$ cat src/hdl/assert_macros.svh
// ---------------------------------------------------------------------------
// Assertion macros
// Concurrent check wrappers, removed from synthesis builds.
// ---------------------------------------------------------------------------
`ifndef ASSERT_MACROS_SVH
`define ASSERT_MACROS_SVH

`ifndef SYNTHESIS

// Same-cycle implication, held off during reset
`define OLS_ASSERT_IMPLY(label, clk, rst_n, ante, cons) \
	label: assert property (@(posedge clk) disable iff (!(rst_n)) (ante) |-> (cons)) \
		else $error("assertion failed");

// Next-cycle implication, held off during reset
`define OLS_ASSERT_NEXT(label, clk, rst_n, ante, cons) \
	label: assert property (@(posedge clk) disable iff (!(rst_n)) (ante) |=> (cons)) \
		else $error("assertion failed");

`else

`define OLS_ASSERT_IMPLY(label, clk, rst_n, ante, cons)
`define OLS_ASSERT_NEXT(label, clk, rst_n, ante, cons)

`endif

`endif

$ cat src/hdl/ols_pkg.sv
// ---------------------------------------------------------------------------
// ols_pkg
// Shared types and constants of the ordered list store.
// ---------------------------------------------------------------------------
package ols_pkg;

	// fixed field widths
	localparam int KIND_W  = 3;
	localparam int POS_W   = 5;
	localparam int VALUE_W = 32;
	localparam int COUNT_W = 5;

	// request operations
	typedef enum logic [KIND_W-1:0] {
		K_ADD_FRONT    = 3'd0,
		K_ADD_REAR     = 3'd1,
		K_REMOVE_FRONT = 3'd2,
		K_REMOVE_REAR  = 3'd3,
		K_INSERT_AT    = 3'd4,
		K_REMOVE_AT    = 3'd5
	} kind_t;

	// response status
	typedef enum logic [1:0] {
		ST_OK    = 2'd0,
		ST_UNDER = 2'd1,
		ST_RANGE = 2'd2,
		ST_FULL  = 2'd3
	} status_t;

	// sequencer states
	typedef enum logic [1:0] {
		S_IDLE,
		S_OPEN,
		S_CLOSE,
		S_DONE
	} state_t;

	// one request word
	typedef struct packed {
		logic [KIND_W-1:0]  kind;
		logic [POS_W-1:0]   position;
		logic [VALUE_W-1:0] value;
	} req_t;

	// one response word
	typedef struct packed {
		logic [VALUE_W-1:0] removed_value;
		status_t            status;
		logic [COUNT_W-1:0] count;
	} res_t;

endpackage

$ cat src/hdl/ols_mem.sv
// ---------------------------------------------------------------------------
// ols_mem
// Element store: one write port, one read port with registered read data.
// ---------------------------------------------------------------------------
module ols_mem #(
	parameter int DEPTH = 16,
	parameter int WIDTH = 32
) (
	input  logic                     clk,
	input  logic                     we,
	input  logic [$clog2(DEPTH)-1:0] waddr,
	input  logic [WIDTH-1:0]         wdata,
	input  logic                     re,
	input  logic [$clog2(DEPTH)-1:0] raddr,
	output logic [WIDTH-1:0]         rdata
);

	logic [WIDTH-1:0] mem_q [DEPTH];
	logic [WIDTH-1:0] rdata_q;

	// write port
	always_ff @(posedge clk) begin
		if (we) begin
			mem_q[waddr] <= wdata;
		end
	end

	// registered read port
	always_ff @(posedge clk) begin
		if (re) begin
			rdata_q <= mem_q[raddr];
		end
	end

	assign rdata = rdata_q;

endmodule

$ cat src/hdl/ols_ctrl.sv
// ---------------------------------------------------------------------------
// ols_ctrl
// Request sequencer: decodes a request, then walks the store one element
// a cycle with a single pointer unit to open or close a gap.
// ---------------------------------------------------------------------------
module ols_ctrl #(
	parameter int CAPACITY      = 16,
	parameter int ELEMENT_WIDTH = 32
) (
	input  logic                        clk,
	input  logic                        arst_n,
	input  logic                        req_valid,
	output logic                        req_stall,
	input  ols_pkg::req_t               req,
	output logic                        res_valid,
	input  logic                        res_ready,
	output ols_pkg::res_t               res,
	output logic                        mem_we,
	output logic [$clog2(CAPACITY)-1:0] mem_waddr,
	output logic [ELEMENT_WIDTH-1:0]    mem_wdata,
	output logic                        mem_re,
	output logic [$clog2(CAPACITY)-1:0] mem_raddr,
	input  logic [ELEMENT_WIDTH-1:0]    mem_rdata
);

	import ols_pkg::*;

	localparam int AW   = $clog2(CAPACITY);
	localparam int CW   = $clog2(CAPACITY + 1);
	localparam int CMPW = ((CW > POS_W) ? CW : POS_W) + 1;

	state_t                   state_q, state_d;
	logic [CW-1:0]            cnt_q, cnt_d;
	logic [CW-1:0]            idx_q, idx_d;
	logic [CW-1:0]            ptr_q, ptr_d;
	logic                     pend_q, pend_d;
	logic                     got_q, got_d;
	status_t                  status_q, status_d;
	logic [ELEMENT_WIDTH-1:0] val_q, val_d;
	logic [ELEMENT_WIDTH-1:0] removed_q, removed_d;

	logic                     full, empty;
	logic [CMPW-1:0]          pos_w, cnt_w;
	logic                     ins_bad, rem_bad;
	logic [CW-1:0]            pos_idx;

	// request checks against the current fill
	assign full    = (cnt_q == CW'(CAPACITY));
	assign empty   = (cnt_q == '0);
	assign pos_w   = CMPW'(req.position);
	assign cnt_w   = CMPW'(cnt_q);
	assign ins_bad = (pos_w == '0) || (pos_w > cnt_w + CMPW'(1));
	assign rem_bad = (pos_w == '0) || (pos_w > cnt_w);
	assign pos_idx = CW'(req.position - POS_W'(1));

	// state and datapath registers
	always_ff @(posedge clk or negedge arst_n) begin
		if (!arst_n) begin
			state_q <= S_IDLE;
			cnt_q   <= '0;
			pend_q  <= 1'b0;
			got_q   <= 1'b0;
		end else begin
			state_q <= state_d;
			cnt_q   <= cnt_d;
			pend_q  <= pend_d;
			got_q   <= got_d;
		end
	end

	always_ff @(posedge clk) begin
		idx_q     <= idx_d;
		ptr_q     <= ptr_d;
		status_q  <= status_d;
		val_q     <= val_d;
		removed_q <= removed_d;
	end

	// next state, store walk and response
	always_comb begin
		state_d   = state_q;
		cnt_d     = cnt_q;
		idx_d     = idx_q;
		ptr_d     = ptr_q;
		pend_d    = pend_q;
		got_d     = got_q;
		status_d  = status_q;
		val_d     = val_q;
		removed_d = removed_q;
		mem_we    = 1'b0;
		mem_waddr = '0;
		mem_wdata = val_q;
		mem_re    = 1'b0;
		mem_raddr = '0;
		res_valid = 1'b0;

		unique case (state_q)
			S_IDLE: begin
				if (req_valid) begin
					removed_d = '0;
					status_d  = ST_OK;
					val_d     = ELEMENT_WIDTH'(req.value);
					pend_d    = 1'b0;
					got_d     = 1'b0;
					state_d   = S_DONE;
					unique case (kind_t'(req.kind))
						K_ADD_FRONT: begin
							if (full) begin
								status_d = ST_FULL;
							end else begin
								idx_d   = '0;
								ptr_d   = cnt_q;
								state_d = S_OPEN;
							end
						end
						K_ADD_REAR: begin
							if (full) begin
								status_d = ST_FULL;
							end else begin
								idx_d   = cnt_q;
								ptr_d   = cnt_q;
								state_d = S_OPEN;
							end
						end
						K_REMOVE_FRONT: begin
							if (empty) begin
								status_d = ST_UNDER;
							end else begin
								idx_d   = '0;
								ptr_d   = '0;
								state_d = S_CLOSE;
							end
						end
						K_REMOVE_REAR: begin
							if (empty) begin
								status_d = ST_UNDER;
							end else begin
								idx_d   = cnt_q - CW'(1);
								ptr_d   = cnt_q - CW'(1);
								state_d = S_CLOSE;
							end
						end
						K_INSERT_AT: begin
							if (ins_bad) begin
								status_d = ST_RANGE;
							end else if (full) begin
								status_d = ST_FULL;
							end else begin
								idx_d   = pos_idx;
								ptr_d   = cnt_q;
								state_d = S_OPEN;
							end
						end
						K_REMOVE_AT: begin
							if (empty) begin
								status_d = ST_UNDER;
							end else if (rem_bad) begin
								status_d = ST_RANGE;
							end else begin
								idx_d   = pos_idx;
								ptr_d   = pos_idx;
								state_d = S_CLOSE;
							end
						end
						default: begin
							status_d = ST_OK;
						end
					endcase
				end
			end

			// move elements up from the tail, then drop the new word in
			S_OPEN: begin
				mem_re    = (ptr_q != idx_q);
				mem_raddr = AW'(ptr_q - CW'(1));
				pend_d    = mem_re;
				if (mem_re) begin
					ptr_d = ptr_q - CW'(1);
				end
				if (pend_q) begin
					mem_we    = 1'b1;
					mem_waddr = AW'(ptr_q + CW'(1));
					mem_wdata = mem_rdata;
				end else if (ptr_q == idx_q) begin
					mem_we    = 1'b1;
					mem_waddr = AW'(idx_q);
					mem_wdata = val_q;
					cnt_d     = cnt_q + CW'(1);
					state_d   = S_DONE;
				end
			end

			// take the word out, then move later elements down
			S_CLOSE: begin
				mem_re    = (ptr_q != cnt_q);
				mem_raddr = AW'(ptr_q);
				pend_d    = mem_re;
				if (mem_re) begin
					ptr_d = ptr_q + CW'(1);
				end
				if (pend_q) begin
					if (!got_q) begin
						removed_d = mem_rdata;
						got_d     = 1'b1;
					end else begin
						mem_we    = 1'b1;
						mem_waddr = AW'(ptr_q - CW'(2));
						mem_wdata = mem_rdata;
					end
				end
				if (!mem_re && !pend_q) begin
					cnt_d   = cnt_q - CW'(1);
					state_d = S_DONE;
				end
			end

			S_DONE: begin
				res_valid = 1'b1;
				if (res_ready) begin
					state_d = S_IDLE;
				end
			end

			default: begin
				state_d = S_IDLE;
			end
		endcase
	end

	assign req_stall         = (state_q != S_IDLE);
	assign res.removed_value = VALUE_W'(removed_q);
	assign res.status        = status_q;
	assign res.count         = COUNT_W'(cnt_q);

endmodule

$ cat src/hdl/ordered_list_store_core.sv
// ---------------------------------------------------------------------------
// ordered_list_store_core
// Bounded ordered list with front, rear and positional add and remove.
// ---------------------------------------------------------------------------
// One request at a time; the input stalls from accept until the response
// word is handed to the output register.
// Front and positional adds and removes shift the store one element per
// cycle, set by the single memory write port; rear adds and removes shift
// nothing. Failed or unused requests go straight to the response.
// Reset clears the element count, the sequencer state and the output
// valid; the store is not cleared and needs no sweep.
module ordered_list_store_core #(
	parameter int CAPACITY      = 16,
	parameter int ELEMENT_WIDTH = 32
) (
	input  logic        clk,
	input  logic        arst_n,
	input  logic        in_valid,
	output logic        in_stall,
	input  logic [2:0]  kind,
	input  logic [4:0]  position,
	input  logic [31:0] value,
	output logic        out_valid,
	input  logic        out_stall,
	output logic [31:0] removed_value,
	output logic [1:0]  status,
	output logic [4:0]  count
);

	import ols_pkg::*;

	`include "assert_macros.svh"

	localparam int AW = $clog2(CAPACITY);

	req_t                     req;
	res_t                     res;
	res_t                     res_q;
	logic                     res_valid, res_ready;
	logic                     out_valid_q;
	logic                     mem_we, mem_re;
	logic [AW-1:0]            mem_waddr, mem_raddr;
	logic [ELEMENT_WIDTH-1:0] mem_wdata, mem_rdata;

	assign req.kind     = kind;
	assign req.position = position;
	assign req.value    = value;

	// sequencer
	ols_ctrl #(
		.CAPACITY      (CAPACITY),
		.ELEMENT_WIDTH (ELEMENT_WIDTH)
	) u_ctrl (
		.clk       (clk),
		.arst_n    (arst_n),
		.req_valid (in_valid),
		.req_stall (in_stall),
		.req       (req),
		.res_valid (res_valid),
		.res_ready (res_ready),
		.res       (res),
		.mem_we    (mem_we),
		.mem_waddr (mem_waddr),
		.mem_wdata (mem_wdata),
		.mem_re    (mem_re),
		.mem_raddr (mem_raddr),
		.mem_rdata (mem_rdata)
	);

	// element store
	ols_mem #(
		.DEPTH (CAPACITY),
		.WIDTH (ELEMENT_WIDTH)
	) u_mem (
		.clk   (clk),
		.we    (mem_we),
		.waddr (mem_waddr),
		.wdata (mem_wdata),
		.re    (mem_re),
		.raddr (mem_raddr),
		.rdata (mem_rdata)
	);

	// output register: free when empty or being taken
	assign res_ready = !out_valid_q || !out_stall;

	always_ff @(posedge clk or negedge arst_n) begin
		if (!arst_n) begin
			out_valid_q <= 1'b0;
		end else begin
			out_valid_q <= (res_valid && res_ready) || (out_valid_q && out_stall);
		end
	end

	always_ff @(posedge clk) begin
		if (res_valid && res_ready) begin
			res_q <= res;
		end
	end

	assign out_valid     = out_valid_q;
	assign removed_value = res_q.removed_value;
	assign status        = res_q.status;
	assign count         = res_q.count;

	// checks
	`OLS_ASSERT_NEXT(a_busy_after_accept, clk, arst_n, in_valid && !in_stall, in_stall)
	`OLS_ASSERT_IMPLY(a_fail_no_word, clk, arst_n, out_valid && (status != ST_OK), removed_value == '0)
	`OLS_ASSERT_IMPLY(a_full_count, clk, arst_n, out_valid && (status == ST_FULL), count == 5'(CAPACITY))
	`OLS_ASSERT_IMPLY(a_write_in_range, clk, arst_n, mem_we, mem_waddr < CAPACITY)

endmodule

$ cat config.mk
export PLATFORM = sky130hd
export DESIGN_NAME = ordered_list_store_core
export DESIGN_NICKNAME = d
export VERILOG_FILES = /design/src/hdl/ols_pkg.sv /design/src/hdl/ols_mem.sv /design/src/hdl/ols_ctrl.sv /design/src/hdl/ordered_list_store_core.sv
export VERILOG_INCLUDE_DIRS = /design/src /design/src/hdl
export SDC_FILE = /design/constraint.sdc
export NUM_CORES = 1
export LEC_CHECK = 0
export BUFFER_PORTS_ARGS = -buffer_cell sky130_fd_sc_hd__buf_2
export CAP_MARGIN = 20
export CORE_MARGIN = 3
export CORE_UTILIZATION = 30
export CTS_BUF_LIST = sky130_fd_sc_hd__clkbuf_8 sky130_fd_sc_hd__clkbuf_16
export CTS_CLUSTER_DIAMETER = 200
export DETAILED_ROUTE_END_ITERATION = 8
export GPL_TIMING_DRIVEN = 0
export PLACE_DENSITY = 0.54
export RECOVER_POWER = 50
export SKIP_CTS_REPAIR_TIMING = 1
export SYNTH_ARGS = -nofsm -noshare
export SYNTH_HDL_FRONTEND = slang
export SYNTH_SLANG_ARGS = --single-unit
$ cat constraint.sdc
create_clock -name clk -period 12.2 [get_ports clk]
set_clock_uncertainty 0.05 [all_clocks]
set_input_delay 1.22 -clock clk [delete_from_list [all_inputs] [get_ports clk]]
set_output_delay 1.22 -clock clk [all_outputs]
set_load 0.005 [all_outputs]
# Word-level counts from Yosys, hierarchy flattened
# Memories as Yosys holds them, arrays and structs flattened. A register that Yosys moved wholly into a read port is not among the register bits.
# Cells that the tools add are included.
[totals]
wordCells = 153
register_bits = 125
n_memories = 1
latchBits = 0
romBits = 0
in_bits = 44
output_inout_bits = 41
mem_bits_rw = 512
[classes]
reduce_logical = 30
eq_ne = 35
muxes = 65
bitwise = 0
n_div = 0
n_addsub = 7
multipliers = 0
shift = 0
n_lt_le_gt_ge = 2
[memory_table]
columns = ["name", "words", "width", "read_ports", "rd_clocked_by_memory_dff", "wr", "line", "text"]
rows = [
  ["u_mem.mem_q", 16, 32, 1, 1, 1, "ols_mem.sv:18", "logic [WIDTH-1:0] mem_q [DEPTH];"],
]
[ops]
columns = ["op", "n"]
rows = [
  ["two-way mux 32 bit", 6],
  ["case mux 32 bit (2 select lines)", 2],
  ["two-way mux 5 bit", 16],
  ["case mux 5 bit (6 select lines)", 1],
  ["case mux 5 bit (5 select lines)", 1],
  ["two-way mux 2 bit", 12],
  ["!= test 2 bit (second input constant)", 12],
  ["case mux 2 bit (4 select lines)", 3],
  ["two-way mux 4 bit", 4],
  ["case mux 4 bit (2 select lines)", 2],
  ["!= test 3 bit (second input constant)", 5],
  ["case mux 5 bit (3 select lines)", 1],
  ["subtractor 5 x 1 -> 5 bit (second input constant)", 3],
  ["two-way mux 1 bit", 12],
  ["AND reduction 11 bit", 1],
  ["adder 5 x 1 -> 5 bit (second input constant)", 2],
  ["!= test 2 x 1 -> 1 bit (second input constant)", 5],
  ["!= test 5 bit", 2],
  ["case mux 5 bit (2 select lines)", 1],
  ["AND reduction 10 bit", 1],
  ["AND reduction 4 bit", 2],
  ["adder 5 x 1 -> 6 bit (second input constant)", 1],
  ["== test 3 x 2 -> 1 bit (second input constant)", 2],
  ["== test 3 bit (second input constant)", 2],
  ["25 further kinds", 40],
]

# Logic depth before layout (Yosys ltp)
# Gate-level depths: netlist of the first run.
[depth]
word_depth = 7
depth_mapped = 11
ltp_nobuf = 10

# Modules after synthesis
# Synthesis of the first run repeated with hierarchy kept, for this count alone.
[hier_totals]
cells_unflattened = 1316
hier_area_um2 = 26207.6
[by_module_without_submodules]
columns = ["mod", "seq_area_each_um2", "area_each_um2", "n_inst", "cells_per_inst"]
rows = [
  ["ols_mem", 16335.7, 20155.6, 1, 838],
  ["ols_ctrl", 2507.4, 4833.4, 1, 435],
  ["ordered_list_store_core", 1196.1, 1218.7, 1, 43],
]

# Least setup slack after synthesis of the first run
# OpenSTA, ideal clock, no wires.
[synth_path]
path_kind = "input to register"
from = "input out_stall"
to = "register res_q, in the netlist count[0], enable pin"
slack_ns = 7.580
cell_stages = 1
path_buffers = 0
required_time_ns = 11.655
setup_time_ns = 0.495
arrival_time_ns = 4.075
path_cell_list = "a21boi_0"
[synth_via]
elab_chain_cells = 3
[synth_rtl]
columns = ["item", "line", "text"]
rows = [
  ["start, declared", "ordered_list_store_core.sv:24", "input logic out_stall,"],
  ["logical NOT 1 bit", "ordered_list_store_core.sv:85", "assign res_ready = !out_valid_q || !out_stall;"],
  ["logical OR 1 bit", "ordered_list_store_core.sv:85", ""],
  ["logical AND 1 bit", "ordered_list_store_core.sv:96", "if (res_valid && res_ready) begin"],
  ["end signal, assigned", "ordered_list_store_core.sv:97", "res_q <= res;"],
  ["end, declared", "ordered_list_store_core.sv:38", "res_t res_q;"],
]
# No other way between the ends.
# A chain may end at the register's enable or synchronous reset.

# Final worst setup path of the first run
[layout_path]
from = "register u_ctrl.state_q[1]"
to = "memory u_mem.mem_q[1][15], enable pin"
[layout_via]
elab_chain_cells = 4
word_cells_on_any_way = 6
cone_classes = "eq/ne: 2; mux: 4"
[layout_rtl]
columns = ["item", "line", "text"]
rows = [
  ["start, declared", "ols_ctrl.sv:32", "state_t state_q, state_d;"],
  ["start signal, assigned", "ols_ctrl.sv:64", "state_q <= state_d;"],
  ["== test 2 bit / == test 2 x 1 -> 1 bit (equally long branches)", "ols_ctrl.sv:97", "unique case (state_q)"],
  ["case mux 1 bit (2 select lines)", "ols_ctrl.sv:97", ""],
  ["two-way mux 1 bit", "ols_mem.sv:23", "if (we) begin"],
  ["two-way mux 1 bit (not written as such)", "ols_mem.sv:24", "mem_q[waddr] <= wdata;"],
  ["end, declared", "ols_mem.sv:18", ""],
]
# Parallel ways exist; a longest one is shown, timed or not.

==> qor.yml, run 1 <==
status: "finished with violations"
violations: "capacitance limit, slew limit"
num_antenna_cells: 0
yosys.cell_types.count: 66
setup_violations: 0
setup_slack_ps: 7094
syn_nets: 1401
fmax_ghz: 0.1958
post-route-util_pct: 35.66
hold_viol_final: 0
post_drt_wl_per_cell_um: 23.38
via_per_inst: 4.899
synth_cells: 1333
critPathSlowestCell: "nor2_1"
hold_path_startpoint: "u_ctrl.removed_q[12]$_SDFFCE_PN0P_"
ys_async_sr_fraction_pct: 1.495
worstRegToRegCells: 8
vdd_ir_drop_max_mv: 0.1014
reg2reg_to: "u_mem.mem_q[1][15]$_DFFE_PP_"
crit_buf_inv: 5
globalplace.congestion: 0.8201
min_path_type: "reg -> reg"
dp_cells: 2585
maxCapViolCount: 20
synth_compound_area_share_pct: 5.175
synth_top_family_by_area: "multiplexers"
synth_area_leader_cell: "edfxtp_1"
synth-simple-area-share_pct: 3.620
dp_hpwl_mm: 41.61
relSlewSlack_pct: -74.22
cts_root_buf: "clkbuf_16"
yosysWarnings: 0
ys_seq_area_share_pct: 76.18
cp_top_family: "buffers and inverters"
yosys-mux-area-fraction_pct: 11.24
port_buffers: 82
cp.required_ps: 12350
clk_pin_slew_worst_paths_ps: 60
synth_top_area_share_pct: 75.22
crit_arrival_ps: 5260
final_nets: 1583
ys.flop_type: "edfxtp_1"
grt_pass1_wl_mm: 93.67
synthesis.area_um2: 26310
power_density_nw_per_um2: 270.6
fp.dieArea_um2: 91280
die_h_um: 302.1
syn2layout_area_growth_pct: 16.68
cp-end-kind: "flip-flop"
r2r_setup_slack_ps: 7090
worst_slew_pin_slew_ps: 2590
hold_end: "removed_value[12]$_DFFE_PP_"
synth-edff-count: 659
grt_max_degree: 23
cts.sinks: 669
antenna_found_initial: 2
first_pass_iters: 5
crit_top_cell: "clkbuf_1"
slew_violations: 316
ys_ff_latch: 669
cts-buffers-inserted: 72
cts_buffer_depth: 3
dpl_cell_area_um2: 28780
rsz0062_at_grt: "false"
synth_xor_area_share_pct: 0.9655
core_um2: 86080
wirelength_mm: 63.42
postSynthAreaPerCell_um2: 19.73
hold_ws_ps: 365.2
vias: 13290
fin_cells: 2713
cp_max_fo: 17
hold_depth: 0
first_global_vias: 14017
start_kind: "flip-flop"
drtIter0Drc: 1124
cellLeakagePower_nw: 9.941
r2r-start: "u_ctrl.state_q[1]$_DFFE_PN0P_"
row_count: 107
cp_cell_sequence: "inv_1 -> ha_1 -> clkbuf_1 -> inv_1 -> clkbuf_1 -> or3_1 -> nor2_1 -> clkbuf_1"
overflow: 0
die_w_um: 302.1
period_needed_ps: 5106
cts_tree: "yes"
fin_setup_tns_ps: 0
pin_count: 85
pre_cts_slack_ps: 8209
min_period_over_period_pct: 41.85
clock_latency_ps: 610
cts_max_level: 3
drcViolationCount: 0
grt_usage_pct: 14.02
critPathKind: "reg -> reg"
yosys.area_share.adder_pct: 1.141
power_mw: 8.306
postRouteAntennaNets: 0
ys_top_cells_by_area: "edfxtp_1 (75%), mux4_2 (11%), a22oi_1 (1.9%)"
final_cell_area_um2: 30690
max_stage_delay_ps: 1330
layout-drive-gt1-share_pct: 19.89
start_util_pct: 30.56
[Yosys cell counts (all sizes together) (3+ instances only)]
| master | instances |
|---|---|
| nor2b | 4 |
| a21oi | 23 |
| xor2 | 11 |
| nor3 | 8 |
| buf | 30 |
| dfrtp | 10 |
| and2 | 36 |
| ha | 24 |
| inv | 21 |
| mux2i | 4 |
| a31oi | 8 |
| clkbuf | 42 |
| xnor2 | 18 |
| nand2 | 61 |
| o21ai | 16 |
| a22o | 33 |
| a221oi | 3 |
| nand3 | 13 |
| mux4 | 128 |
| and3 | 5 |
| o22ai | 8 |
| nor3b | 4 |
| nor2 | 49 |
| edfxtp | 659 |
| a21o | 3 |
| mux2 | 3 |
| a22oi | 67 |
| a211oi | 3 |
| nor4 | 3 |
[worst max path at each step]
| stage | start | end | depth (start not counted) |
|---|---|---|---|
| floorplan | out_stall | count[0]$_DFFE_PP_ | 1 |
| finish | u_ctrl.state_q[1]$_DFFE_PN0P_ | u_mem.mem_q[1][15]$_DFFE_PP_ | 8 |
| CTS | u_ctrl.state_q[1]$_DFFE_PN0P_ | u_mem.mem_q[4][15]$_DFFE_PP_ | 8 |
| detailed placement | u_ctrl.state_q[0]$_DFFE_PN0P_ | u_mem.mem_q[14][13]$_DFFE_PP_ | 8 |
| global placement | out_stall | removed_value[13]$_DFFE_PP_ | 2 |
| global route | u_ctrl.state_q[0]$_DFFE_PN0P_ | u_mem.mem_q[1][15]$_DFFE_PP_ | 8 |
[cell type report]
| type | count | area (µm²) |
|---|---|---|
| Tap cell | 1144 | 1431 |
| Clock buffer | 74 | 1852 |
| Sequential cell | 669 | 20040 |
| Multi-Input combinational cell | 569 | 5809 |
| Fill cell | 8024 | 55390 |
| Inverter | 23 | 86.33 |
| Clock inverter | 54 | 534.3 |
| Timing Repair Buffer | 108 | 585.6 |
| Buffer | 72 | 355.3 |
[placed cells by master, fill, tap and decap left out, types with 27 or more instances in the layout]
master     count
a22o_1        33
a22oi_1       67
buf_2         45
clkbuf_1     105
clkbuf_16     74
edfxtp_1     659
inv_1         27
mux4_2       128
nand2_1       61
nor2_1        49
[worst reg2reg max path, cell delays in order, from the launching register on]
cell      delay [ps]
dfrtp_1          420
inv_1             80
ha_1             320
clkbuf_1         450
inv_1            110
clkbuf_1         270
or3_1            500
nor2_1          1330
clkbuf_1        1140
[kinds of logic (layout without fill, tap and decap cells)]
group | count (synthesis) | after routing
DFF | 669 | 669
and+or+nand+nor | 194 | 194
AOI/OAI and AO/OA | 187 | 187
muxes | 135 | 135
buffers and inverters | 95 | 331
xor gates and xnor gates | 29 | 29
adders and majority gates | 24 | 24
[flip-flops by register name, summed over array words and instances, names as in the netlist, 5 cells and up]
register,flops
removed_value,32
u_mem.mem_q,512
u_ctrl.removed_q,32
u_ctrl.idx_q,5
count,5
u_mem.rdata,32
u_ctrl.val_q,32
u_ctrl.ptr_q,5
u_ctrl.cnt_q,5
[metal layers]
layer | vias to the layer above | track usage, % | wire length, µm
met5 | - | 0 | 0
met4 | 0 | 4.419 | 1395
met3 | 91 | 2.663 | 3395
met2 | 355 | 23.37 | 30910
met1 | 7011 | 18.59 | 27720
li1 | 5833 | - | -
[power by group]
| group | switching, mW | internal [mW] |
|---|---|---|
| clock network | 0.899 | 1.30 |
| logic | 1.72 | 0.962 |
| registers | 0.112 | 3.31 |
No activity file was read; power rests on OpenSTA's default activity.
==> run 2: changes to the inputs <==
Settings changed: ABC_AREA set to 1.
Clock period 12.2 ns to 4.9 ns, I/O delays scaled along.
==> run 2 against run 1 <==
The flow still finishes with violations (capacitance limit, slew limit). Fmax increased by 21%. Total power grew to 2.8 times the previous value. Combinational power rose to 3.5 times the previous value. Critical path depth rose by 3. Sequential power rose to 2.5 times the previous value. Routed wire length increased by 34%. First-iteration DRC count grew 57%. Non-clock buffer count grew 102. Register-to-register slack got worse by 6400 ps. Final area is 7.9% higher. Via count is 41% higher. Largest cell class unchanged.
==> qor.yml, run 2 <==
yosysMostFrequentCell: "edfxtp_1"
grt_usage_pct: 17.08
nFillCells: 8916
dp_hpwl_mm: 56.38
worstRegToRegCells: 11
vias: 18696
final_nets: 2590
row_count: 111
yosysWarnings: 0
yosys.cell_types.count: 36
rsz0062_at_grt: "false"
synth-edff-count: 659
power_switching_share_pct: 40.38
critPathKind: "reg -> reg"
postSynthAreaPerCell_um2: 12.22
post_drt_wl_per_cell_um: 22.18
wirelength_mm: 84.78
worst_slew_pin_slew_ps: 2541
ys_ff_latch: 669
violations: "capacitance limit, slew limit"
min_path_type: "in -> reg"
cts_tree: "yes"
first_pass_iters: 6
grt_max_degree: 24
p_int_mw: 13.84
cts_buffer_depth: 3
cts-buffers-inserted: 72
cp-end-kind: "flip-flop"
pwr-share-clk_pct: 22.7
cp.required_ps: 5140
fmax_ghz: 0.2361
start_util_pct: 30.40
ys_top_cells_by_area: "edfxtp_1 (71%), inv_1 (4.9%), nand3_1 (4.5%)"
synth_top_area_share_pct: 70.70
antenna_found_initial: 1
min_period_over_period_pct: 86.43
combPwrFrac_pct: 39.9
pin_count: 85
cellLeakagePower_nw: 12.59
ys_seq_area_share_pct: 71.59
synth_area_leader_cell: "edfxtp_1"
port_buffers: 84
synthesis.area_um2: 27990
cts.sinks: 669
cts_max_level: 3
globalplace.congestion: 0.8407
maxCapViolCount: 5
p_sw_mw: 9.374
syn_nets: 2358
clk_pin_slew_worst_paths_ps: 60
layout_commonest_cell: "edfxtp_1"
layout-drive-gt1-share_pct: 11.55
first_global_vias: 18001
fp.dieArea_um2: 97000
power_mw: 23.22
syn2layout_area_growth_pct: 18.27
status: "finished with violations"
overflow: 0
via_per_inst: 4.890
top_register: "u_mem.mem_q"
die_h_um: 311.5
cp_max_fo: 22
clock_latency_ps: 610
seq_power_share_pct: 37.4
largest_reg_flops: 512
final_cell_mix: "edfxtp_1 (659), inv_1 (384), nand2_1 (282)"
vdd_ir_drop_max_mv: 0.3613
postRouteAntennaNets: 0
yosys-top-cells-count: "edfxtp_1 (659), inv_1 (369), nand2_1 (281), nand3_1 (253), o21ai_0 (155)"
start_kind: "flip-flop"
post-route-util_pct: 35.95
slew_violations: 74
crit_arrival_ps: 4480
drtIter0Drc: 1770
dp_cells: 3668
period_needed_ps: 4235
die_w_um: 311.5
grt_pass1_wl_mm: 122.5
hold_viol_final: 0
cts_root_buf: "clkbuf_16"
core_um2: 92080
fin_cells: 3823
power_density_nw_per_um2: 701.3
synth_cells: 2290
drcViolationCount: 0
setup_violations: 0
ys.flop_type: "edfxtp_1"
ys_async_sr_fraction_pct: 1.495
relSlewSlack_pct: -69.41
hold_depth: 1
## run 2: final timing paths
| kind | slack (ps) | from | end |
|---|---|---|---|
| max in group asynchronous | 3980 | arst_n | u_ctrl.cnt_q[4]$_DFFE_PN0P_ |
| worst min register to register | 370 | u_ctrl.removed_q[5]$_SDFFCE_PN0P_ | removed_value[5]$_DFFE_PP_ |
| worst max register to register | 660 | u_ctrl.state_q[0]$_DFFE_PN0P_ | u_mem.mem_q[13][11]$_DFFE_PP_ |
| worst min-delay path | 8 | value[25] | u_ctrl.val_q[25]$_DFFE_PP_ |
| min in group asynchronous | 390 | arst_n | u_ctrl.pend_q$_DFFE_PN0P_ |
| worst max-delay path | 660 | u_ctrl.state_q[0]$_DFFE_PN0P_ | u_mem.mem_q[13][11]$_DFFE_PP_ |
## run 2: power by group through the flow
| stage | Clock, mW | Combinational (mW) | Sequential, mW |
|---|---|---|---|
| floorplan | 0 | 5.16 | 8.78 |
| global placement | 0 | 8.74 | 8.94 |
| detailed placement | 0 | 9.35 | 8.80 |
| CTS | 5.37 | 9.39 | 8.68 |
| global route | 5.59 | 10.1 | 8.77 |
| finish | 5.27 | 9.25 | 8.69 |
## run 2: critical path: stages, from the launching register on
cell      delay [ps]
dfrtp_1          410
inv_1            110
ha_1             220
clkbuf_1         440
nand3_1          280
o21ai_0          240
o21bai_1         130
nand2_1          100
inv_1            110
nand2_1          200
nor2_1          1280
buf_12           320
## run 2: cell families after synthesis
family	synth area share, %
fa+ha+maj	1.073
flops	71.59
buf+inv	7.456
simple gates	9.401
xor+xnor	0.5945
compound gates	9.883
## run 2: stage by stage
| stage | hold WS, ps | setup TNS (ps) | cell area [µm²] | setup WS, ps |
|---|---|---|---|---|
| finish | 8.371 | 0 | 33100 | 664.8 |
| global route | 0.2960 | 0 | 33100 | 462.7 |
| CTS | -316.7 | 0 | 33070 | 1073 |
| detailed placement | 343.2 | 0 | 30800 | 1092 |
| global placement | 330.4 | -532620 | 29970 | -3211 |
| floorplan | 144.4 | 0 | 27990 | 658.5 |
## run 2: routing by layer
metal | part of all wire (%) | global-route usage, %
met4 | 2.6 | 5.773
met2 | 48 | 28.27
met1 | 42 | 22.70
met3 | 7.9 | 2.966
met5 | 0 | 0
## run 2: layout make-up
class / count / area [µm²] / area share, %
clock inverters: 56 / 397.9 / 1.202
inverters: 374 / 1404 / 4.241
diodes: 1 / 2.502 / 0.007559
well taps: 1243 / 1555 / 4.698
clock buffers: 75 / 1877 / 5.669
plain buffers: 124 / 679.4 / 2.052
flip-flops and latches: 669 / 20040 / 60.53
repair buffers: 158 / 1216 / 3.674
multi-input cells: 1123 / 5933 / 17.92
